==> src/rtl/bopc_pkg.sv <==
// shared types and constants of the bridge-only path checker
package bopc_pkg;

  localparam int MaxVerticesDef = 32;
  localparam int NodeW          = 5;

  typedef enum logic [1:0] {
    REQ_CLEAR = 2'd0,
    REQ_ADD   = 2'd1,
    REQ_QUERY = 2'd2,
    REQ_RSVD  = 2'd3
  } req_type_e;

  typedef struct packed {
    logic [1:0]       req_type;
    logic [NodeW-1:0] node_a;
    logic [NodeW-1:0] node_b;
  } in_word_t;

  typedef struct packed {
    logic path_exists;
    logic path_unique;
  } out_word_t;

  typedef struct packed {
    logic clr;
    logic we;
    logic re;
  } adj_ctrl_t;

endpackage

==> src/rtl/bopc_adj_store.sv <==
// adjacency row memory with per-row valid bits, so one clear empties all rows
module bopc_adj_store #(
  parameter int  MaxVertices = bopc_pkg::MaxVerticesDef,
  localparam int AddrW       = $clog2(MaxVertices)
) (
  input  logic                    clk_i,
  input  logic                    rst_ni,
  input  bopc_pkg::adj_ctrl_t     ctrl_i,
  input  logic [AddrW-1:0]        addr_i,
  input  logic [MaxVertices-1:0]  wdata_i,
  output logic [MaxVertices-1:0]  rdata_o
);
  import bopc_pkg::*;

  logic [MaxVertices-1:0] mem_q [MaxVertices];
  logic [MaxVertices-1:0] vld_q;
  logic [MaxVertices-1:0] rd_q;
  logic                   rd_vld_q;

  always_ff @(posedge clk_i) begin
    if (ctrl_i.we) begin
      mem_q[addr_i] <= wdata_i;
    end
    if (ctrl_i.re) begin
      rd_q <= mem_q[addr_i];
    end
  end

  always_ff @(posedge clk_i or negedge rst_ni) begin
    if (!rst_ni) begin
      vld_q    <= '0;
      rd_vld_q <= 1'b0;
    end else begin
      if (ctrl_i.clr) begin
        vld_q <= '0;
      end else if (ctrl_i.we) begin
        vld_q[addr_i] <= 1'b1;
      end
      if (ctrl_i.re) begin
        rd_vld_q <= vld_q[addr_i];
      end
    end
  end

  // a row never written since the last clear reads as empty
  assign rdata_o = rd_vld_q ? rd_q : '0;

endmodule

==> config.mk <==
export PLATFORM = sky130hd
export DESIGN_NAME = bopc_adj_store
export DESIGN_NICKNAME = d
export VERILOG_FILES = /design/src/rtl/bopc_pkg.sv /design/src/rtl/bopc_adj_store.sv
export SDC_FILE = /design/constraint.sdc
export NUM_CORES = 1
export LEC_CHECK = 0
export ABC_CLOCK_PERIOD_IN_PS = 2029
export BUFFER_PORTS_ARGS = -buffer_cell sky130_fd_sc_hd__buf_4
export CAP_MARGIN = 30
export CORE_ASPECT_RATIO = 1.25
export CORE_MARGIN = 2
export CORE_UTILIZATION = 62
export CTS_CLUSTER_DIAMETER = 50
export CTS_CLUSTER_SIZE = 14
export DETAILED_ROUTE_END_ITERATION = 8
export PLACE_DENSITY = 0.79
export SLEW_MARGIN = 10
export SYNTH_ARGS = -nofsm -noshare
export SYNTH_HDL_FRONTEND = slang
export SYNTH_SLANG_ARGS = --single-unit
==> constraint.sdc <==
create_clock -name clk_i -period 2.03 [get_ports clk_i]
set_clock_uncertainty 0.05 [all_clocks]
set_input_delay 0.5075 -clock clk_i [delete_from_list [all_inputs] [get_ports clk_i]]
set_output_delay 0.5075 -clock clk_i [all_outputs]
set_load 0.02 [all_outputs]
==> results of run 1 <==
[critical path: stages, from the launching register on]
cell and delay (ps):
dfrtp_2 430, buf_12 150, buf_12 150, and2_1 150, buf_6 130
[worst paths after layout]
kind	startpoint	endpoint	slack, ps	cells past startpoint
max	rd_vld_q	rdata_o[6]	-190	4
min	ctrl_i[2]	vld_q[22]	200	2
max reg2reg	mem_q[6][25]	rd_q[25]	270	3
min reg2reg	vld_q[21]	vld_q[21]	450	2
max in group asynchronous	rst_ni	rd_vld_q	1310	2
min in group asynchronous	rst_ni	vld_q[20]	290	2
[layer usage]
metal | track usage | part of all wire
met4 | 0.1829 | 0.059
met1 | 0.4613 | 0.31
met2 | 0.5618 | 0.50
met5 | 0 | 0.00022
met3 | 0.07357 | 0.13
[through the flow]
stage	worst slack (ps)	hold WS (ps)	setup TNS, ps	power [µW]
after floorplan	-621.8	161.9	-529540	26790
after global placement	-303.7	415.0	-153400	27930
after detailed placement	-433.5	423.8	-176720	28050
after CTS	-230.1	180.5	-6211	43940
after global routing	-194.9	214.1	-5495	44800
final	-189.0	197.4	-5087	44010
[flip-flops by register name (all words and copies together) (netlist names)]
signal    count
mem_q      1024
rd_vld_q      1
rd_q         32
vld_q        32
[repair_timing]
item | in CTS | in global routing
resized for setup | 27 | 47
buffers inserted | 3 | 2
hold endpoints to repair | 33 | 0
hold buffers | 1 | 0
endpoints found under the setup margin | 32 | 32
[final cells by class]
cell class,count,area (µm²),share of cell area
Sequential cell,1089,32540,0.6782
Multi-Input combinational cell,586,8242,0.1718
Timing Repair Buffer,284,3591,0.07485
Clock buffer,107,2337,0.04872
Tap cell,856,1071,0.02232
Clock inverter,14,193.9,0.004042
Antenna cell,1,2.502,0.00005216
[kinds of logic (layout without fill, tap and decap cells)]
group                  count (synthesis)  in the layout  synth area share
AO/OA/AOI/OAI                        137            137           0.02525
flip-flops                          1089           1089            0.7948
buffers and inverters                 96            405           0.01262
AND/OR/NAND/NOR                      182            182           0.02228
multiplexers                         267            267            0.1451
other                                  0              1                 0
[placed cells by master, fill, tap and decap left out, types with 6 or more instances in the layout]
cell | netlist | final
clkbuf_16 | 0 | 91
buf_12 | 0 | 105
a22oi_1 | 128 | 128
edfxtp_1 | 1056 | 1056
buf_4 | 7 | 142
dfrtp_1 | 33 | 32
mux4_2 | 261 | 261
nor2_1 | 95 | 61
clkbuf_1 | 42 | 16
and2_4 | 0 | 31
nor2_4 | 0 | 34
mux2i_1 | 6 | 6
nand4_1 | 32 | 32
buf_6 | 13 | 34
inv_6 | 0 | 6
nand3b_1 | 6 | 6
[power breakdown]
group	switching (µW)	internal [µW]	total [µW]	leakage, µW
clock network	7690	8500	16200	0.00123
logic	1520	1190	2710	0.00415
registers	126	25000	25100	0.0100
==> qor.yml, run 1 <==
global_routing:
  grt_usage: 0.3512
  grt_pass1_vias: 22560
  antenna_found_initial: 3
  grt_max_degree: 35
  gr-total-overflow: 0
  grt_pass1_wl_um: 164400
finish:
  nFillCells: 3285
  finish.utilization: 0.7333
  nNetsFinal: 2093
  layout-drive-gt1-share: 0.3481
  fin_area_mm2: 0.04797
  area_delta_synth_final_pct: 17.19
  final_cells: 2937
clock_network:
  clk_path_buf_depth: 3
  cts_sinks: 1089
  cts_made_buffers: 90
  path_clk_slew_ps: 60
  cts-htree-levels: 3
  root_buffer: "clkbuf_16"
  clk_latency_ps: 650
  cts_tree: "yes"
logic_synthesis:
  yosysMostFrequentCell: "edfxtp_1"
  synth_async_sr_flop_share: 0.03030
  synth-edff-count: 1056
  synth_common_cells: "edfxtp_1 (1,056), mux4_2 (261), a22oi_1 (128), nor2_1 (95), clkbuf_1 (42)"
  synth_ff_type: "edfxtp_1"
  synth_top_area_frac: 0.7746
  syn_area_per_cell_um2: 23.12
  ys_warn_count: 0
  ys_ff_latch: 1089
  synth_cells: 1771
  syn-num-nets: 1813
  yosysSeqAreaShare: 0.7948
  yosysTopAreaCell: "edfxtp_1"
  syn_area_mm2: 0.04094
  synth.distinct_cells: 31
  yosys-top-cells-area: "edfxtp_1 (77%), mux4_2 (14%), a22oi_1 (2.3%)"
sta:
  hold_violations: 0
  fmax_mhz: 450.7
  rsz0062_at_grt: "yes"
  finalWorstSetupSlack_ps: -189.0
  min_period_ps: 2219
  setup_viol: 32
  worst_pin_slew_ps: 952.9
  slew_violations: 0
  fin_crit_sh: 1.093
  slew_headroom: 0.3632
die:
  initial_utilization: 0.6257
  die_h_um: 291.3
  ios: 74
  dieArea_mm2: 0.06811
  core_mm2: 0.06543
  dieWidth_um: 233.8
  rows: 105
detailed_routing:
  drt-initial-drc-count: 3424
  ant_nets: 0
  firstDrtPassIters: 5
  wl_per_cell_um: 39.43
  vias_per_cell: 7.402
  drc: 0
  wl_um: 115800
  vias: 21740
outcome:
  outcome: "finished, violations left"
  violations: "setup timing"
critical_path:
  worstSetupPathType: "reg2out"
  required_ps: 1470
  cp_max_fo: 10
  arrival_ps: 1660
  critPathCaptureType: "primary output"
  start_kind: "flop"
placed_design:
  hpwl_um: 61170
  dpl_cell_area_mm2: 0.04515
  portBuffers: 73
  place_inst: 2810
  gp_congestion: 0.8136
power:
  peakVddDrop_mv: 0.7461
  p_leak_uw: 0.01538
  power_density_mw_per_mm2: 917.5
flow_run:
  cap_violations: 0
worst_hold_path:
  hold_class: "in2reg"
Power figures use the tool's default switching activity.
==> inputs of run 2 (changes only) <==
SETUP_SLACK_MARGIN = 0.15   (was default)
==> qor.yml, run 2 (synthesis gave the netlist of run 1 again) <==
power:
  comb_power_share: 0.060  # -0.002
  p_leak_uw: 0.01532  # -0.40%
  switching_share: 0.2119  # about the same
  power_frac_seq: 0.572  # about the same
  power_density_mw_per_mm2: 918.8  # +0.14%
  p_sw_uw: 9308  # -0.22%
  p_int_uw: 34620  # -0.18%
  peakVddDrop_mv: 0.7481  # +0.26%
  power.clock.fraction: 0.368  # about the same
critical_path:
  path_cells: "buf_6 > and2_4 > buf_4"
  critPathCaptureType: "primary output"
  start_kind: "flop"
  critPathBufInv: 2  # -1
  arrival_ps: 1710  # +50 ps
  slowest_delay_ps: 510  # +80 ps
  worstSetupPathType: "reg2out"
  cp_slowest_cell: "dfrtp_2"
  cpLargestDelayFamily: "flip-flops"
  cp_max_fo: 10  # unchanged
  required_ps: 1470  # about the same
  r2r_setup_slack_ps: 270  # about the same
clock_network:
  path_clk_slew_ps: 60  # about the same
  clk_path_buf_depth: 3  # unchanged
  cts-htree-levels: 3  # unchanged
  clk_latency_ps: 650  # about the same
  cts_made_buffers: 90  # unchanged
  root_buffer: "clkbuf_16"
  cts_sinks: 1089  # unchanged
  cts_tree: "yes"
finish:
  final_cell_mix: "edfxtp_1 (1,056), mux4_2 (261), buf_4 (164), a22oi_1 (128), buf_12 (102)"
  finish.utilization: 0.7308  # -0.002448
  layout-drive-gt1-share: 0.3396  # -0.008491
  final_common_cell: "edfxtp_1"
  largest_reg_flops: 1024  # unchanged
  regMostFlops: "mem_q"
  area_delta_synth_final_pct: 16.80
  nNetsFinal: 2092  # -0.048%
  largest_registers: "mem_q: 1024 flops, rd_q: 32 flops, vld_q: 32 flops"
global_routing:
  grt_usage: 0.3506  # -0.0005723
  grt_pass1_vias: 22480  # -0.35%
  antenna_found_initial: 3  # unchanged
  grt_pass1_wl_um: 164000  # -0.21%
  grt_max_degree: 35  # unchanged
  gr-total-overflow: 0  # unchanged
sta:
  setup_tns_ps: -6643  # -1555 ps
  fmax_mhz: 440.6  # -2.2%
  worst_pin_slew_ps: 980.6  # +27.68 ps
  setup_viol: 32  # unchanged
  hold_violations: 0  # unchanged
  rsz0062_at_grt: "yes"
  slew_headroom: 0.3447  # -0.01849
  holdWs_ps: 195.2  # -2.208 ps
  fin_crit_sh: 1.118  # +0.02483
  min_period_ps: 2269  # +50.41 ps
  finalWorstSetupSlack_ps: -239.4  # -50.41 ps
  slew_violations: 0  # unchanged
outcome:
  violations: "setup timing"
  outcome: "finished, violations left"
die:
  die_h_um: 291.3  # unchanged
  rows: 105  # unchanged
  ios: 74  # unchanged
  core_mm2: 0.06543  # unchanged
  dieArea_mm2: 0.06811  # unchanged
  initial_utilization: 0.6257  # unchanged
  dieWidth_um: 233.8  # unchanged
detailed_routing:
  wl_per_cell_um: 39.24  # -0.47%
  vias_per_cell: 7.362  # -0.53%
  ant_nets: 0  # unchanged
  drt-initial-drc-count: 3335  # -2.6%
  wl_um: 115300  # -0.47%
  vias: 21620  # -0.53%
  drc: 0  # unchanged
  firstDrtPassIters: 5  # unchanged
placed_design:
  portBuffers: 73  # unchanged
  hpwl_um: 61170  # unchanged
  gp_congestion: 0.8136  # unchanged
worst_hold_path:
  hold_class: "in2reg"
flow_run:
  cap_violations: 0  # unchanged
## run 2: layout make-up
type,count,area (µm²)
flip-flops and latches,1089,32540
fillers,3307,17610
well taps,856,1071
repair buffers,283,3471
clock inverters,14,193.9
multi-input cells,586,8199
diodes,2,5.005
clock buffers,107,2337
## run 2: path summary, 6_finish.rpt
| kind | start | cells after the start | to |
|---|---|---|---|
| setup / recovery | rd_vld_q | 3 | rdata_o[31] |
| hold / removal | ctrl_i[2] | 2 | vld_q[22] |
| setup reg to reg | mem_q[6][25] | 3 | rd_q[25] |
| hold reg to reg | vld_q[21] | 2 | vld_q[21] |
| max in group asynchronous | rst_ni | 2 | rd_vld_q |
| min in group asynchronous | rst_ni | 2 | vld_q[20] |
## run 2: power by group through the flow
stage               Clock, µW  Sequential, µW  Combinational, µW
finish                  16200           25100               2620
detailed placement          0           25600               2470
CTS                     16200           25100               2590
global route            16900           25100               2720
global placement            0           25600               2380
floorplan                   0           25500               1270
## run 2: what timing repair did
| action | in CTS | in global routing |
|---|---|---|
| setup buffers | 3 | 0 |
| setup endpoints to repair | 33 | 32 |
| hold buffers | 1 | 0 |
| endpoints found under the hold margin | 33 | 0 |
| resized for setup | 28 | 3 |
## run 2: per-stage QoR
stage / std cells / instance area (µm²) / total power (µW) / setup WS [ps]
floorplan: 1771 / 41230 / 26790 / -621.8
global placement: 2810 / 45150 / 27930 / -303.7
detailed placement: 2810 / 45150 / 28050 / -433.5
CTS: 2935 / 47800 / 43950 / -245.0
global route: 2935 / 47810 / 44710 / -251.5
finish: 2937 / 47810 / 43930 / -239.4
## run 2: metal layers
| metal | part of all wire | up-vias | global-route usage | wire length (µm) |
|---|---|---|---|---|
| met1 | 0.31 | 11110 | 0.4592 | 35840 |
| li1 | - | 8079 | - | - |
| met2 | 0.50 | 1997 | 0.5629 | 57400 |
| met3 | 0.13 | 440 | 0.07357 | 15230 |
| met4 | 0.059 | 2 | 0.1811 | 6781 |
| met5 | 0.00010 | - | 0 | 12 |
